`config.mk`:
```
export PLATFORM = sky130hd
export DESIGN_NAME = nes_queue
export DESIGN_NICKNAME = d
export VERILOG_FILES = /design/src/rtl/core/nes_pkg.sv /design/src/rtl/core/nes_queue.sv
export SDC_FILE = /design/constraint.sdc
export NUM_CORES = 1
export LEC_CHECK = 0
export CAP_MARGIN = 20
export CORE_MARGIN = 3
export CORE_UTILIZATION = 35
export CTS_BUF_LIST = sky130_fd_sc_hd__clkbuf_8
export CTS_CLUSTER_SIZE = 14
export DETAILED_ROUTE_END_ITERATION = 8
export DONT_BUFFER_PORTS = 1
export GPL_TIMING_DRIVEN = 0
export SYNTH_ARGS = -nofsm -noshare
export SYNTH_HDL_FRONTEND = slang
export SYNTH_SLANG_ARGS = --single-unit
```
`constraint.sdc`:
```
create_clock -name clk -period 7.28 [get_ports clk]
set_input_delay 0.728 -clock clk [delete_from_list [all_inputs] [get_ports clk]]
set_output_delay 0.728 -clock clk [all_outputs]
set_load 0.02 [all_outputs]
```
`src/rtl/core/nes_pkg.sv`:
```
`timescale 1ns / 1ps
// ----------------------------------------------------------------------------
// nes_pkg: shared types and constants
// Field widths, register indexes and the row record that travels from the
// front end through the queue to the back end.
// ----------------------------------------------------------------------------
package nes_pkg;

  localparam int CNT_W      = 24;
  localparam int FREQ_W     = 16;
  localparam int BETA_W     = 32;
  localparam int SE_W       = 32;
  localparam int NEFF_W     = 33;
  localparam int ZMAG_W     = 31;
  localparam int CFG_IDX_W  = 2;
  localparam int CFG_DATA_W = 24;

  // default depth of the queue between front and back end
  localparam int NES_QUEUE_DEPTH = 4;

  // configuration register indexes
  typedef enum logic [CFG_IDX_W-1:0] {
    CFG_FIXED_MODE     = 2'd0,
    CFG_FIXED_CASES    = 2'd1,
    CFG_FIXED_CONTROLS = 2'd2
  } cfg_idx_t;

  // configuration seen by the front end
  typedef struct packed {
    logic             fixed_mode;
    logic [CNT_W-1:0] cases;
    logic [CNT_W-1:0] controls;
  } cfg_t;

  // classified row handed from front end to back end
  typedef struct packed {
    logic [NEFF_W-1:0] neff;
    logic              neff_valid;
    logic              std_ok;
    logic              neg;
    logic [ZMAG_W-1:0] zmag;
    logic [FREQ_W-1:0] freq;
    logic [BETA_W-1:0] beta;
    logic [SE_W-1:0]   se;
  } row_t;

endpackage

```
`src/rtl/core/nes_queue.sv`:
```
`timescale 1ns / 1ps
// ----------------------------------------------------------------------------
// nes_queue: row queue between front and back end
// Small first-in first-out store of classified rows so that either side can
// stall without holding up the other.
// ----------------------------------------------------------------------------
module nes_queue import nes_pkg::*; #(
  parameter int DEPTH = NES_QUEUE_DEPTH
) (
  input  logic clk,
  input  logic rst_n,
  input  logic push_valid,
  input  row_t push_data,
  output logic full,
  input  logic pop,
  output row_t pop_data,
  output logic empty
);

  localparam int AW = (DEPTH > 1) ? $clog2(DEPTH) : 1;
  localparam int CW = $clog2(DEPTH + 1);

  row_t          mem [DEPTH];
  logic [AW-1:0] wr_ptr_r, rd_ptr_r;
  logic [CW-1:0] count_r;
  logic          push, pull;

  assign full     = (count_r == CW'(DEPTH));
  assign empty    = (count_r == '0);
  assign push     = push_valid && !full;
  assign pull     = pop && !empty;
  assign pop_data = mem[rd_ptr_r];

  // storage
  always_ff @(posedge clk) begin
    if (push) begin
      mem[wr_ptr_r] <= push_data;
    end
  end

  // pointers and fill count
  always_ff @(posedge clk) begin
    if (!rst_n) begin
      wr_ptr_r <= '0;
      rd_ptr_r <= '0;
      count_r  <= '0;
    end else begin
      if (push) begin
        wr_ptr_r <= (wr_ptr_r == AW'(DEPTH - 1)) ? '0 : AW'(wr_ptr_r + 1'b1);
      end
      if (pull) begin
        rd_ptr_r <= (rd_ptr_r == AW'(DEPTH - 1)) ? '0 : AW'(rd_ptr_r + 1'b1);
      end
      if (push && !pull) begin
        count_r <= CW'(count_r + 1'b1);
      end else if (pull && !push) begin
        count_r <= CW'(count_r - 1'b1);
      end
    end
  end

endmodule

```
==> results_dict.tcl <==
set metrics [dict create \
    via_per_inst 4.84 \
    cp.arrival_ps 2680 \
    setup_tns_ps 0 \
    end_kind "primary output" \
    worstMarginPinSlew_ps 964 \
    htreeDepth 3 \
    met1_usage 0.154 \
    path_clk_slew_ps 60 \
    nets 1087 \
    clk_latency_ps 670 \
    worstSetupStartpointType "register" \
    crit_type "register to primary output" \
    num_rows 90 \
    yosys.cell_types.count 26 \
    met2_usage 0.213 \
    hold_viol 0 \
    ctsHoldBuffers 0 \
    drt_iter0_drc 515 \
    synth-seq-cells 597 \
    setup_viol 0 \
    synthCells 819 \
    syn_area_sq_um 21800 \
    grt_max_degree 55 \
    core_sq_um 61000 \
    pin_count 300 \
    register_area_sq_um 17800 \
    die_area_sq_um 65400 \
    numCtsBuffers 98 \
    dp_cells 1657 \
    power_mw 9.10 \
    gp_congestion 0.673 \
    drive_gt1_frac 0.312 \
    initial_utilization 0.358 \
    rsz0062_at_grt "false" \
    fin_crit_ps 3410 \
    grt_pass1_wl_um 64700 \
    r2r_start "count_r[2]$_SDFFE_PN0P_" \
    p_sw_mw 2.66 \
    routed_wirelength_um 44000 \
    hold_start "push_data[16]" \
    cts_setup_buffers 0 \
    antenna_found_initial 0 \
    ys_seq_area_frac 0.817 \
    antenna_left 0 \
    die_h_um 256 \
    power_density_nw_per_um2 364 \
    dp_hpwl_um 26900 \
    cts_resized 0 \
    avgRoutedWirePerCell_um 24.1 \
    status "completed" \
    finalCritPeriodShare 0.469 \
    irDropWorstVdd_uv 222 \
    drv_cap 0 \
    slew_violations 0 \
    finClkSkew_ps 25.5 \
    crit_fanout 10 \
    clockRootBuffer "clkbuf_8" \
    fmax_mhz 293 \
    vias 8849 \
    slew_headroom 0.357 \
    grtUsageMet3 0.0737 \
    drt-pass1-iter-count 4 \
    die_w_um 256 \
    hold_path_class "primary input to register" \
    p_leak_nw 7.74 \
    multi_input_area_sq_um 3600 \
    area_growth_pct 14.4 \
    cts_buffer_depth 3 \
    fillers 5391 \
    yosys_warnings 0 \
    n_antenna_cell 0 \
    grt_busiest_layer "met2" \
    sw_frac_of_total 0.293 \
    clockPowerShare 0.299 \
    syn_nets 977 \
    power_frac_comb 0.233 \
    worst_ep_required_time_ps 6550 \
    port_buffers 0 \
    seqPwrFrac 0.468 \
    grt-ovfl-total 0 \
    p_int_mw 6.43 \
    cts_tree "done" \
    grt_usage 0.135 \
    cts.sinks 597 \
    grt_pass1_vias 9601 \
    fin_cells 1829 \
    drc 0 \
    syn_avg_cell_area_sq_um 26.7 \
]
## sequential cells by signal, indices dropped and copies added (netlist names), named ones only
| signal | flops |
|---|---|
| mem | 588 |
| count_r | 3 |
| rd_ptr_r | 2 |
| wr_ptr_r | 2 |
## layout by cell type, fill, tap and decap left out, drive strengths merged
master / synthesis / routed
edfxtp: 588 / 588
mux4: 147 / 147
clkbuf: 4 / 104
buf: 31 / 41
inv: 3 / 38
clkinv: 0 / 25
dfxtp: 9 / 9
clkinvlp: 0 / 7
nand2: 6 / 6
ha: 6 / 6
bufinv: 0 / 5
and2: 5 / 5
mux2i: 3 / 3
o21ai: 3 / 3
nor2b: 2 / 2
nor2: 2 / 2
nand3: 2 / 2
nor3b: 1 / 1
nor3: 1 / 1
o31ai: 1 / 1
xnor2: 1 / 1
xor2: 1 / 1
or3: 1 / 1
a21boi: 1 / 1
fa: 1 / 1
## Yosys cell counts (all sizes together)
cell	count	area, sq um
fa	1	20.0
o21ai	3	15.0
mux2i	3	30.0
ha	6	75.1
nor3	1	5.00
clkbuf	4	15.0
inv	3	11.3
or3	1	6.26
edfxtp	588	17700
dfxtp	9	180
buf	31	384
nor3b	1	7.51
nand3	2	10.0
o31ai	1	7.51
xor2	1	8.76
a21boi	1	7.51
and2	5	31.3
nand2	6	22.5
nor2	2	7.51
mux4	147	3310
xnor2	1	8.76
nor2b	2	12.5
## logic make-up after synthesis
logic type | share of synthesized area
DFF | 0.817
muxes | 0.153
buffers and inverters | 0.0188
and+or+nand+nor | 0.00470
adders and majority gates | 0.00436
AOI/OAI and AO/OA | 0.00138
xor gates and xnor gates | 0.000802
## power by group through the flow
stage | logic (mW) | clock network (mW) | registers (mW)
after global placement | 2.14 | 0 | 4.43
final | 2.12 | 2.72 | 4.26
after global routing | 2.25 | 2.99 | 4.29
after CTS | 2.20 | 2.83 | 4.27
after detailed placement | 2.19 | 0 | 4.34
after floorplan | 1.68 | 0 | 4.36
## stage by stage
stage | utilization | area [sq um] | setup WS [ps] | hold slack [ps]
floorplan | - | 21800 | 2270 | 468
finish | 0.409 | 25000 | 3870 | 147
CTS | 0.409 | 25000 | 3600 | 42.7
global placement | 0.375 | 22900 | -946 | 485
global route | 0.409 | 25000 | 3570 | 46.4
detailed placement | 0.379 | 23200 | 4390 | 514
## path summary, 6_finish.rpt
check / to / slack [ps] / depth (start not counted)
hold / removal: mem[1][16]$_DFFE_PP_ / 150 / 0
hold reg to reg: wr_ptr_r[1]$_SDFFE_PN0P_ / 520 / 2
setup reg to reg: mem[3][12]$_DFFE_PP_ / 4520 / 6
setup / recovery: pop_data[32] / 3870 / 3
## worst max-delay path, cell delays in order (launching register included)
cell,delay (ps)
dfxtp_1,350
clkbuf_1,730
buf_2,430
mux4_2,490
## cell type report
| type | instances | area share |
|---|---|---|
| Multi-Input combinational cell | 184 | 0.144 |
| Inverter | 3 | 0.000451 |
| Timing Repair Buffer | 10 | 0.0110 |
| Clock inverter | 72 | 0.0179 |
| Buffer | 35 | 0.0160 |
| Clock buffer | 100 | 0.0551 |
| Sequential cell | 597 | 0.714 |
| Tap cell | 828 | 0.0415 |
## layer usage
metal	share of wire	wire length [um]	vias up
met4	0.026	1160	0
met5	0	0	-
met3	0.11	4930	73
li1	-	-	3777
met1	0.37	16500	4683
met2	0.49	21500	316
No activity file was read; power rests on OpenSTA's default activity.
